<file path="config.mk">
export PLATFORM = sky130hd
export DESIGN_NAME = antenna_switch_selector
export DESIGN_NICKNAME = d
export VERILOG_FILES = /design/src/rtl/antsel_pkg.sv /design/src/rtl/antsel_step.sv /design/src/rtl/antsel_core.sv /design/src/rtl/antenna_switch_selector.sv
export SDC_FILE = /design/constraint.sdc
export NUM_CORES = 1
export LEC_CHECK = 0
export CORE_ASPECT_RATIO = 1.1
export CORE_MARGIN = 5
export CORE_UTILIZATION = 63
export CTS_CLUSTER_DIAMETER = 200
export DETAILED_ROUTE_END_ITERATION = 8
export DONT_BUFFER_PORTS = 1
export PLACE_DENSITY = 0.87
export SLEW_MARGIN = 10
export SYNTH_ARGS = -nofsm -noshare
export SYNTH_HDL_FRONTEND = slang
export SYNTH_SLANG_ARGS = --single-unit
</file>
<file path="constraint.sdc">
create_clock -name clk -period 4.9 [get_ports clk]
set_input_delay 0.49 -clock clk [delete_from_list [all_inputs] [get_ports clk]]
set_output_delay 0.49 -clock clk [all_outputs]
set_load 0.005 [all_outputs]
</file>
<file path="src/rtl/antsel_pkg.sv">
`timescale 1ns / 1ps

package antsel_pkg;

    // Widths fixed by the item fields.
    localparam int IDX_W      = 3;
    localparam int MASK_W     = 6;
    localparam int SAVE_W     = 8;
    localparam int NUM_ANT    = 6;
    localparam logic [1:0] SAVE_MARK = 2'b11;

    // One user event item.
    typedef struct packed {
        logic init_request;
        logic long_press;
        logic click;
        logic step_left;
        logic step_right;
    } in_item_t;

    // One result item.
    typedef struct packed {
        logic [IDX_W-1:0]  selected_antenna;
        logic              none_enabled;
        logic              drive_update;
        logic              edit_mode;
        logic              alt_view;
        logic [MASK_W-1:0] enable_bits;
        logic              save_strobe;
        logic [SAVE_W-1:0] save_value;
    } out_item_t;

    // Sequencer states.
    typedef enum logic [1:0] {
        ST_IDLE,
        ST_SCAN,
        ST_EMIT
    } seq_state_t;

    // An antenna counts as enabled only if it exists and its mask bit is set.
    function automatic logic ant_enabled(input logic [MASK_W-1:0] mask,
                                         input logic [IDX_W-1:0] idx,
                                         input logic [IDX_W:0] num_ant);
        logic res;
        res = ({1'b0, idx} < num_ant) && mask[idx];
        return res;
    endfunction

endpackage

</file>
<file path="src/rtl/antsel_step.sv">
`timescale 1ns / 1ps

module antsel_step #(
    parameter int NUM_ANTENNAS = antsel_pkg::NUM_ANT
) (
    input  logic [antsel_pkg::IDX_W-1:0]  idx,
    input  logic                          up,
    input  logic [antsel_pkg::MASK_W-1:0] mask,
    output logic [antsel_pkg::IDX_W-1:0]  next_idx,
    output logic                          next_enabled
);
    import antsel_pkg::*;

    localparam logic [IDX_W:0]   NUM_W = (IDX_W+1)'(NUM_ANTENNAS);
    localparam logic [IDX_W-1:0] LAST  = IDX_W'(NUM_ANTENNAS - 1);

    logic [IDX_W:0] idx_inc;

    // One wraparound move and the enable test of the antenna it lands on.
    always_comb
    begin
        idx_inc = {1'b0, idx} + (IDX_W+1)'(1);
        if (up)
        begin
            next_idx = (idx_inc >= NUM_W) ? '0 : idx_inc[IDX_W-1:0];
        end
        else
        begin
            next_idx = (idx == '0 || {1'b0, idx} >= NUM_W) ? LAST : idx - IDX_W'(1);
        end
        next_enabled = ant_enabled(mask, next_idx, NUM_W);
    end

endmodule

</file>
<file path="src/rtl/antsel_core.sv">
`timescale 1ns / 1ps

module antsel_core #(
    parameter int NUM_ANTENNAS = antsel_pkg::NUM_ANT
) (
    input  logic                          clk,
    input  logic                          rst_n,
    input  logic [antsel_pkg::MASK_W-1:0] stored_mask,
    input  logic                          in_valid,
    output logic                          in_ready,
    input  antsel_pkg::in_item_t          in_data,
    output logic                          res_valid,
    input  logic                          res_taken,
    output antsel_pkg::out_item_t         res_data
);
    import antsel_pkg::*;

    localparam logic [IDX_W:0]   NUM_W = (IDX_W+1)'(NUM_ANTENNAS);
    localparam logic [IDX_W-1:0] LAST  = IDX_W'(NUM_ANTENNAS - 1);

    seq_state_t        state_reg, state_next;
    logic              mode_reg, mode_next;
    logic [IDX_W-1:0]  idx_reg, idx_next;
    logic              none_reg, none_next;
    logic              alt_reg, alt_next;
    logic [MASK_W-1:0] mask_reg, mask_next;
    logic [IDX_W-1:0]  scan_idx_reg, scan_idx_next;
    logic              scan_up_reg, scan_up_next;
    logic [IDX_W-1:0]  scan_cnt_reg, scan_cnt_next;
    logic [IDX_W-1:0]  old_idx_reg, old_idx_next;
    logic              old_none_reg, old_none_next;
    logic              force_drive_reg, force_drive_next;
    logic              cmp_drive_reg, cmp_drive_next;
    logic              save_reg, save_next;

    logic [IDX_W-1:0]  step_idx;
    logic              step_up;
    logic [IDX_W-1:0]  step_next_idx;
    logic              step_next_en;
    logic              changed;

    // The shared step unit serves both the scan and the plain edit-mode moves.
    assign step_idx = (state_reg == ST_SCAN) ? scan_idx_reg : idx_reg;
    assign step_up  = (state_reg == ST_SCAN) ? scan_up_reg : !in_data.step_left;

    antsel_step #(
        .NUM_ANTENNAS(NUM_ANTENNAS)
    ) u_step (
        .idx         (step_idx),
        .up          (step_up),
        .mask        (mask_reg),
        .next_idx    (step_next_idx),
        .next_enabled(step_next_en)
    );

    // State registers.
    always_ff @(posedge clk or negedge rst_n)
    begin
        if (!rst_n)
        begin
            state_reg       <= ST_IDLE;
            mode_reg        <= 1'b0;
            idx_reg         <= '0;
            none_reg        <= 1'b0;
            alt_reg         <= 1'b0;
            mask_reg        <= '0;
            scan_idx_reg    <= '0;
            scan_up_reg     <= 1'b0;
            scan_cnt_reg    <= '0;
            old_idx_reg     <= '0;
            old_none_reg    <= 1'b0;
            force_drive_reg <= 1'b0;
            cmp_drive_reg   <= 1'b0;
            save_reg        <= 1'b0;
        end
        else
        begin
            state_reg       <= state_next;
            mode_reg        <= mode_next;
            idx_reg         <= idx_next;
            none_reg        <= none_next;
            alt_reg         <= alt_next;
            mask_reg        <= mask_next;
            scan_idx_reg    <= scan_idx_next;
            scan_up_reg     <= scan_up_next;
            scan_cnt_reg    <= scan_cnt_next;
            old_idx_reg     <= old_idx_next;
            old_none_reg    <= old_none_next;
            force_drive_reg <= force_drive_next;
            cmp_drive_reg   <= cmp_drive_next;
            save_reg        <= save_next;
        end
    end

    // Event decode, scan sequencing and result handoff.
    always_comb
    begin
        state_next       = state_reg;
        mode_next        = mode_reg;
        idx_next         = idx_reg;
        none_next        = none_reg;
        alt_next         = alt_reg;
        mask_next        = mask_reg;
        scan_idx_next    = scan_idx_reg;
        scan_up_next     = scan_up_reg;
        scan_cnt_next    = scan_cnt_reg;
        old_idx_next     = old_idx_reg;
        old_none_next    = old_none_reg;
        force_drive_next = force_drive_reg;
        cmp_drive_next   = cmp_drive_reg;
        save_next        = save_reg;
        in_ready         = 1'b0;
        res_valid        = 1'b0;

        unique case (state_reg)
            ST_IDLE:
            begin
                in_ready = 1'b1;
                if (in_valid)
                begin
                    old_idx_next     = idx_reg;
                    old_none_next    = none_reg;
                    force_drive_next = 1'b0;
                    cmp_drive_next   = 1'b0;
                    save_next        = 1'b0;
                    state_next       = ST_EMIT;
                    scan_idx_next    = none_reg ? '0 : idx_reg;
                    scan_cnt_next    = '0;
                    scan_up_next     = 1'b1;

                    if (in_data.init_request)
                    begin
                        // Load the saved mask and keep the selection if still valid.
                        mask_next        = stored_mask;
                        force_drive_next = 1'b1;
                        if (none_reg || !ant_enabled(stored_mask, idx_reg, NUM_W))
                        begin
                            state_next = ST_SCAN;
                        end
                    end
                    else if (!mode_reg)
                    begin
                        cmp_drive_next = 1'b1;
                        if (in_data.long_press)
                        begin
                            mode_next = 1'b1;
                            if (none_reg)
                            begin
                                idx_next  = LAST;
                                none_next = 1'b0;
                            end
                        end
                        else if (in_data.click)
                        begin
                            alt_next = !alt_reg;
                        end
                        else if (in_data.step_left || in_data.step_right)
                        begin
                            scan_up_next = !in_data.step_left;
                            state_next   = ST_SCAN;
                        end
                    end
                    else
                    begin
                        if (in_data.long_press)
                        begin
                            // Leave edit mode, request a save and reselect.
                            mode_next        = 1'b0;
                            save_next        = 1'b1;
                            force_drive_next = 1'b1;
                            if (none_reg || !ant_enabled(mask_reg, idx_reg, NUM_W))
                            begin
                                state_next = ST_SCAN;
                            end
                        end
                        else if (in_data.click)
                        begin
                            if (!none_reg && ({1'b0, idx_reg} < NUM_W))
                            begin
                                mask_next = mask_reg;
                                mask_next[idx_reg] = !mask_reg[idx_reg];
                            end
                        end
                        else if (in_data.step_left || in_data.step_right)
                        begin
                            if (none_reg)
                            begin
                                idx_next  = in_data.step_left ? LAST : '0;
                                none_next = 1'b0;
                            end
                            else
                            begin
                                idx_next = step_next_idx;
                            end
                        end
                    end
                end
            end

            ST_SCAN:
            begin
                // One candidate antenna per cycle.
                if (step_next_en)
                begin
                    idx_next   = step_next_idx;
                    none_next  = 1'b0;
                    state_next = ST_EMIT;
                end
                else if (scan_cnt_reg == LAST)
                begin
                    idx_next   = '0;
                    none_next  = 1'b1;
                    state_next = ST_EMIT;
                end
                else
                begin
                    scan_idx_next = step_next_idx;
                    scan_cnt_next = scan_cnt_reg + IDX_W'(1);
                end
            end

            ST_EMIT:
            begin
                res_valid = 1'b1;
                if (res_taken)
                begin
                    state_next = ST_IDLE;
                end
            end

            default:
            begin
                state_next = ST_IDLE;
            end
        endcase
    end

    // Result fields come straight from the updated state.
    assign changed = (idx_reg != old_idx_reg) || (none_reg != old_none_reg);

    always_comb
    begin
        res_data.selected_antenna = none_reg ? '0 : idx_reg;
        res_data.none_enabled     = none_reg;
        res_data.drive_update     = force_drive_reg || (cmp_drive_reg && changed);
        res_data.edit_mode        = mode_reg;
        res_data.alt_view         = alt_reg;
        res_data.enable_bits      = mask_reg;
        res_data.save_strobe      = save_reg;
        res_data.save_value       = save_reg ? {SAVE_MARK, mask_reg} : '0;
    end

endmodule

</file>
<file path="src/rtl/antenna_switch_selector.sv">
`timescale 1ns / 1ps

// Channel   Signals                         Direction  Content
// config    cfg_we, cfg_wdata               in         saved enable mask, 6 bits
// events    in_valid, in_ready, in_data     in         one decoded user event
// results   out_valid, out_ready, out_data  out        selection, mode, mask, save
//
// An item goes straight from idle to the emit state when no scan is needed, and
// through the scan state when the selection must search for an enabled antenna;
// the search tests one antenna per cycle through the shared step unit.
// Reset clears all state, sets the saved mask to all ones and empties the output.
// A stalled output register holds the next result in the core until it drains.

module antenna_switch_selector #(
    parameter int NUM_ANTENNAS = antsel_pkg::NUM_ANT
) (
    input  logic                          clk,
    input  logic                          rst_n,
    input  logic                          cfg_we,
    input  logic [antsel_pkg::MASK_W-1:0] cfg_wdata,
    input  logic                          in_valid,
    output logic                          in_ready,
    input  antsel_pkg::in_item_t          in_data,
    output logic                          out_valid,
    input  logic                          out_ready,
    output antsel_pkg::out_item_t         out_data
);
    import antsel_pkg::*;

    logic [MASK_W-1:0] stored_mask_reg;
    logic              out_valid_reg, out_valid_next;
    out_item_t         out_data_reg;
    logic              res_valid;
    logic              res_taken;
    out_item_t         res_data;

    // Saved enable mask register.
    always_ff @(posedge clk or negedge rst_n)
    begin
        if (!rst_n)
        begin
            stored_mask_reg <= {MASK_W{1'b1}};
        end
        else if (cfg_we)
        begin
            stored_mask_reg <= cfg_wdata;
        end
    end

    antsel_core #(
        .NUM_ANTENNAS(NUM_ANTENNAS)
    ) u_core (
        .clk        (clk),
        .rst_n      (rst_n),
        .stored_mask(stored_mask_reg),
        .in_valid   (in_valid),
        .in_ready   (in_ready),
        .in_data    (in_data),
        .res_valid  (res_valid),
        .res_taken  (res_taken),
        .res_data   (res_data)
    );

    // Output register takes a new result whenever it is empty or draining.
    assign res_taken = res_valid && (!out_valid_reg || out_ready);

    always_comb
    begin
        out_valid_next = out_valid_reg;
        if (res_taken)
        begin
            out_valid_next = 1'b1;
        end
        else if (out_ready)
        begin
            out_valid_next = 1'b0;
        end
    end

    always_ff @(posedge clk or negedge rst_n)
    begin
        if (!rst_n)
        begin
            out_valid_reg <= 1'b0;
        end
        else
        begin
            out_valid_reg <= out_valid_next;
        end
    end

    always_ff @(posedge clk)
    begin
        if (res_taken)
        begin
            out_data_reg <= res_data;
        end
    end

    assign out_valid = out_valid_reg;
    assign out_data  = out_data_reg;

endmodule

</file>
# After elaboration in Yosys (flattened, before gate mapping)
# Index checks and enable logic that the tools add are counted.
[word_totals]
word_cells = 173
input_bits = 16
reg_bits = 57
[op_classes]
mux = 82
add_sub_neg = 3
order_cmp = 7
bitwise_logic = 3
reduce_logical = 36
n_eq_ne = 17
[op_table]
columns = ["operator", "n"]
rows = [
  ["two-way mux 3 bit", 23],
  ["two-way mux 1 bit", 31],
  ["two-way mux 6 bit", 5],
  ["two-way mux 2 bit", 12],
  ["one-hot mux 3 bit (2 select lines)", 3],
  ["AND reduction 6 bit", 2],
  ["inequality test 2 bit (second input constant)", 5],
  ["nonzero test 2 bit", 5],
  ["binary-select mux 1 bit (select 3 bit)", 3],
  ["inequality test 3 x 2 -> 1 bit (second input constant)", 3],
  ["AND reduction 9 bit", 1],
  ["less-than comparator 3 x 4 -> 1 bit (second input constant)", 2],
  ["two-way mux 8 bit", 1],
  ["AND reduction 8 bit", 1],
  ["logical AND 1 bit", 7],
  ["zero test 1 bit", 7],
  ["logical OR 1 bit", 7],
  ["bitwise mux 6 bit", 1],
  ["less-than comparator 3 bit (second input constant)", 2],
  ["inequality test 3 bit (second input constant)", 2],
  ["one-hot mux 2 bit (3 select lines)", 1],
  ["AND reduction 3 bit", 2],
  ["adder 3 x 1 -> 4 bit (second input constant)", 1],
  [">= comparator 4 x 3 -> 1 bit (second input constant)", 1],
  ["18 further kinds", 20],
]

# Logic depth before layout (Yosys ltp)
[depth]
ltp_word = 14
depth_mapped = 16
depth_no_buf = 14

# Hierarchy
# From an unflattened synthesis, not the netlist that was laid out.
[unflattened]
cells_unflattened = 290
hier_area_um2 = 3123.0
[modules_own_cells]
columns = ["mod", "cells_each", "area_per_inst_um2", "instances"]
rows = [
  ["antsel_core", 210, 1809.2, 1],
  ["antenna_switch_selector", 39, 963.4, 1],
  ["antsel_step", 41, 350.3, 1],
]

# Worst setup path before layout
# OpenSTA, ideal clock, no wires.
[synth_timing]
path_kind = "reg2reg"
startpoint = "reg u_core.state_reg[0]"
endpoint = "reg u_core.idx_reg[2]"
synth_period_minus_slack_ns = 3.393
path_slack_ns = 1.507
stages_incl_launch_ff = 17
t_arrival_ns = 3.265
n_path_buf = 2
required_time_ns = 4.772
setup_ns = 0.128
cell_sequence = "dfrtp_1 nand2b_1 buf_6 clkbuf_1 nand2_1 nand2_1 inv_1 ha_1 ha_1 inv_1 o211a_1 a31oi_1 a21o_1 a211o_1 a311oi_4 a21o_1 mux2_1"
[synth_between]
elab_chain_len = 14
word_cells_on_any_way = 36
classes_between = "2 x add/sub; 3 x order compare; 9 x eq/ne; 16 x mux; 6 x reduce/logical"
[synth_rtl]
columns = ["item", "line", "text"]
rows = [
  ["from (decl)", "antsel_core.sv:21", "seq_state_t state_reg, state_next;"],
  ["from (signal assigned)", "antsel_core.sv:78", "state_reg <= state_next;"],
  ["equality test 2 x 1 -> 1 bit", "antsel_core.sv:43, antsel_core.sv:44, antsel_core.sv:115", ""],
  ["two-way mux 3 bit", "antsel_core.sv:43", "assign step_idx = (state_reg == ST_SCAN) ? scan_idx_reg : idx_reg;"],
  ["adder 3 x 1 -> 4 bit, or another cell as far along", "antsel_step.sv:22", "idx_inc = {1'b0, idx} + (IDX_W+1)'(1);"],
  [">= comparator 4 x 3 -> 1 bit / logical OR 1 bit (equally long branches)", "antsel_step.sv:25, antsel_step.sv:29", ""],
  ["two-way mux 3 bit, on equally long branches", "antsel_step.sv:25, antsel_step.sv:29", ""],
  ["two-way mux 3 bit", "antsel_step.sv:23", "if (up)"],
  ["two-way mux 3 bit", "antsel_core.sv:186", "if (none_reg)"],
  ["two-way mux 3 bit", "antsel_core.sv:184", "else if (in_data.step_left || in_data.step_right)"],
  ["two-way mux 3 bit", "antsel_core.sv:176", "else if (in_data.click)"],
  ["two-way mux 3 bit", "antsel_core.sv:165", "if (in_data.long_press)"],
  ["two-way mux 3 bit", "antsel_core.sv:141", "else if (!mode_reg)"],
  ["two-way mux 3 bit", "antsel_core.sv:131", "if (in_data.init_request)"],
  ["two-way mux 3 bit", "antsel_core.sv:119", "if (in_valid)"],
  ["one-hot mux 3 bit (2 select lines)", "antsel_core.sv:115", "unique case (state_reg)"],
  ["to (signal assigned)", "antsel_core.sv:80", "idx_reg <= idx_next;"],
  ["to (decl)", "antsel_core.sv:23", "logic [IDX_W-1:0] idx_reg, idx_next;"],
]
# Several ways; a longest one is shown, not always the timed one. The select of a mux whose other input is x is not followed.
# A chain may end at the register's enable or synchronous reset.

# Worst setup path after layout
[layout_timing]
startpoint = "reg u_core.state_reg[1]"
endpoint = "reg u_core.idx_reg[2]"
# Same word-level chain as after synthesis.

==> parameters.txt <==
Parameter                              Value

Status
  Status ... completed

Timing
  Final hold viol count ... 0
  Minimum clock period after layout ... 4183 ps
  Final setup violation count ... 0
  Peak clock frequency supported by timing ... 0.2390 GHz
  Max-slew violation count ... 0
  Final Skew ... 9.452 ps
  Relative slew slack ... 0.5731
  RSZ-0062 raised after global routing ... false
  Slack of the critical path ... 716.7 ps
  Final total negative setup slack ... 0 ps
  Transition at the pin with the smallest max-transition slack ... 640.4 ps
  Final period util ... 0.8537

Worst setup path
  Sort of element at the start of the critical path ... register
  Critical register-to-register path endpoint ... u_core.idx_reg[2]
  CP arrival ... 4380 ps
  Setup slack of the worst register-to-register path ... 720 ps
  Critical-path maximum fanout ... 15
  Critical path class ... register to register
  R2R depth ... 12
  Worst Path Required ... 5100 ps
  Setup crit end kind ... register
  RR Startpoint ... u_core.state_reg[1]

Power
  Cell area power density ... 640.3 mW/mm²
  Total power of the final layout ... 2.017 mW
  Peak ir drop on the vdd network ... 0.3013 mV
  Leakage power summed over all cells ... 1.261 nW

Die
  Floorplan die width ... 76.33 µm
  Die height ... 82.97 µm
  Core Area ... 0.004684 mm²
  Standard-cell row count ... 26
  DIE AREA ... 0.006333 mm²
  Number of I/O pins ... 40
  Starting density of the core ... 0.6509

Synthesis
  Synthesized Nets ... 315
  Dominant combinational cell family by area after synthesis ... compound AO/OA/AOI/OAI gates
  Most area-consuming cells after synthesis ... dfrtp_1 (24%), edfxtp_1 (20%), dfstp_2 (5.2%)
  Synthesized area divided by synthesized cell count ... 10.48 µm²
  Number of flops mapped to enable cells by yosys ... 20
  Most common flop cell mapped by yosys ... dfrtp_1
  Share of synthesized registers carrying an async set or reset ... 0.6364
  Post-synthesis adder-cell area fraction ... 0.03283
  Yosys top cell area share ... 0.2380
  Synth area leader ... dfrtp_1
  Sequential share of the synthesized area ... 0.4867
  Share of the synthesized area in compound gates (AO/OA/AOI/OAI) ... 0.1994
  Post-synthesis mux area share ... 0.06442
  Synth Register Bits ... 55
  Synthesized-area fraction occupied by and/or/nand/nor cells ... 0.1535
  Number of warnings reported in the yosys synthesis log ... 0
  Xor/xnor cell area share of the yosys netlist ... 0.01436
  Area of the mapped netlist ... 0.003049 mm²
  Number of standard cells after synthesis ... 291
  Post-synthesis cell type count ... 53

GRT
  Number of antenna violations at the first check in global routing ... 0
  Wire length of the first global-routing pass ... 11.19 mm
  Number of global-route vias before repair ... 2,198
  Largest net degree at the start of global routing ... 30
  Total congestion overflow after global routing ... 0
  Gr usage total ... 0.2148

Min path
  Class of the most critical hold timing path ... input port to asynchronous set/reset pin

Routing
  DRC violation total after the first TritonRoute iteration ... 204
  Number of antenna-violating nets in the routed design ... 0
  Routed via count divided by cell count ... 6.509
  Routed via count ... 2,200
  Routed WL per cell ... 19.65 µm
  Aggregate routed wire length ... 6.641 mm
  Initial DRT Pass Iterations ... 4
  Remaining DRCs ... 0

Placed design
  Port Buffers ... 0
  RePlAce Congestion ... 0.8251
  Placement-stage cell area ... 0.003028 mm²
  DPL Wire Length ... 4.814 mm
  Setup Slack @ Placement ... 801.2 ps

Layout
  Number of flip-flops in the largest register ... 20
  Final-stage net count ... 305
  N_diodes ... 0
  Most frequent cells in the layout ... dfrtp_1 (29), nand2_1 (23), o21ai_0 (22), nor2_1 (20), edfxtp_1 (20)
  Final instance area ... 0.003149 mm²
  Most frequent standard cell in the layout excluding fill and tap cells ... dfrtp_1
  Area growth, synth to finish ... 3.283%
  Layout cells sized above 1 ... 0.1312
  End-of-flow core utilization ... 0.6723

Clock network
  Max H-tree Level ... 2
  Number of clock buffers inserted by TritonCTS ... 5
  TritonCTS Sinks ... 55
  Post-CTS Repair Setup Buffers ... 0
  CTS tree ... built
  Clk Latency, worst-skew pair ... 310 ps
  Number of buffers between clock root and the deepest sink ... 2
  Root buf cell ... clkbuf_8
  Clock edge transition at the registers on the reported setup and hold paths ... 100 ps

Job
  Max-capacitance violation count ... 0
[Yosys cell counts (4+ instances only)]
library cell	n
dfrtp_1	29
nand2_1	23
o21ai_0	22
edfxtp_1	20
nor2_1	20
a21oi_1	14
clkbuf_1	13
inv_1	12
a22oi_1	11
nand2b_1	10
and2_1	8
ha_1	8
mux2_2	8
a31oi_1	6
dfstp_2	6
nor3_1	6
a21o_1	5
mux2_4	5
nor3b_1	5
xnor2_1	5
a211oi_1	4
nor2b_1	4
[metrics by stage]
stage,hold slack [ps],cells
5_1_grt,0.6120,338
3_3_place_gp,195.8,328
2_1_floorplan,194.4,291
3_5_place_dp,195.8,328
6_report,13.40,338
4_1_cts,10.06,338
[worst max-delay path, cell delays in order, from the launching register on]
cell	delay (ps)
dfrtp_1	530
nand2b_1	540
mux2_4	410
inv_1	120
ha_1	170
and4b_1	200
a31oi_1	50
and2_1	240
a32oi_1	500
a211oi_1	180
a311oi_4	550
a21o_1	230
mux2_1	340
[where the power goes]
group / total (mW) / switching (mW) / internal [mW]
logic: 0.884 / 0.503 / 0.381
registers: 0.876 / 0.205 / 0.671
clock network: 0.257 / 0.154 / 0.103
[cells by family (layout without fill, tap and decap cells)]
| kind of cell | after synthesis | count (layout) |
|---|---|---|
| DFF | 55 | 55 |
| xor gates and xnor gates | 5 | 5 |
| and+or+nand+nor | 90 | 90 |
| AOI/OAI and AO/OA | 85 | 85 |
| adders and majority gates | 8 | 8 |
| buffers and inverters | 32 | 23 |
| muxes | 16 | 16 |
[area by class of cell]
type                    count  area [µm²]
clock buffers               5       68.82
repair buffers              3       37.54
well taps                  56       70.07
flip-flops and latches     55        1484
clock inverters             3       22.52
inverters                  12       45.04
fillers                   370        1535
multi-input cells         204        1421
[per-layer routing]
metal	GRT usage	wire length, µm	vias up
li1	-	-	1040
met1	0.2695	2712	1062
met2	0.3777	3442	89
met3	0.04004	413	9
met4	0.05723	73	0
met5	0	0	-
[worst max-delay path by stage]
stage	startpoint	endpoint	slack, ps
after floorplan	u_core.state_reg[0]	u_core.idx_reg[2]	1510
after global placement	u_core.state_reg[1]	u_core.idx_reg[2]	950
after detailed placement	u_core.state_reg[1]	u_core.idx_reg[2]	800
after CTS	u_core.state_reg[1]	u_core.idx_reg[2]	740
after global routing	u_core.state_reg[1]	u_core.idx_reg[2]	410
final	u_core.state_reg[1]	u_core.idx_reg[2]	720
[what timing repair did]
item,CTS,global route
hold buffers,2,0
resized for setup,0,0
hold endpoints to repair,29,0
(Power assumes the default switching activity.)
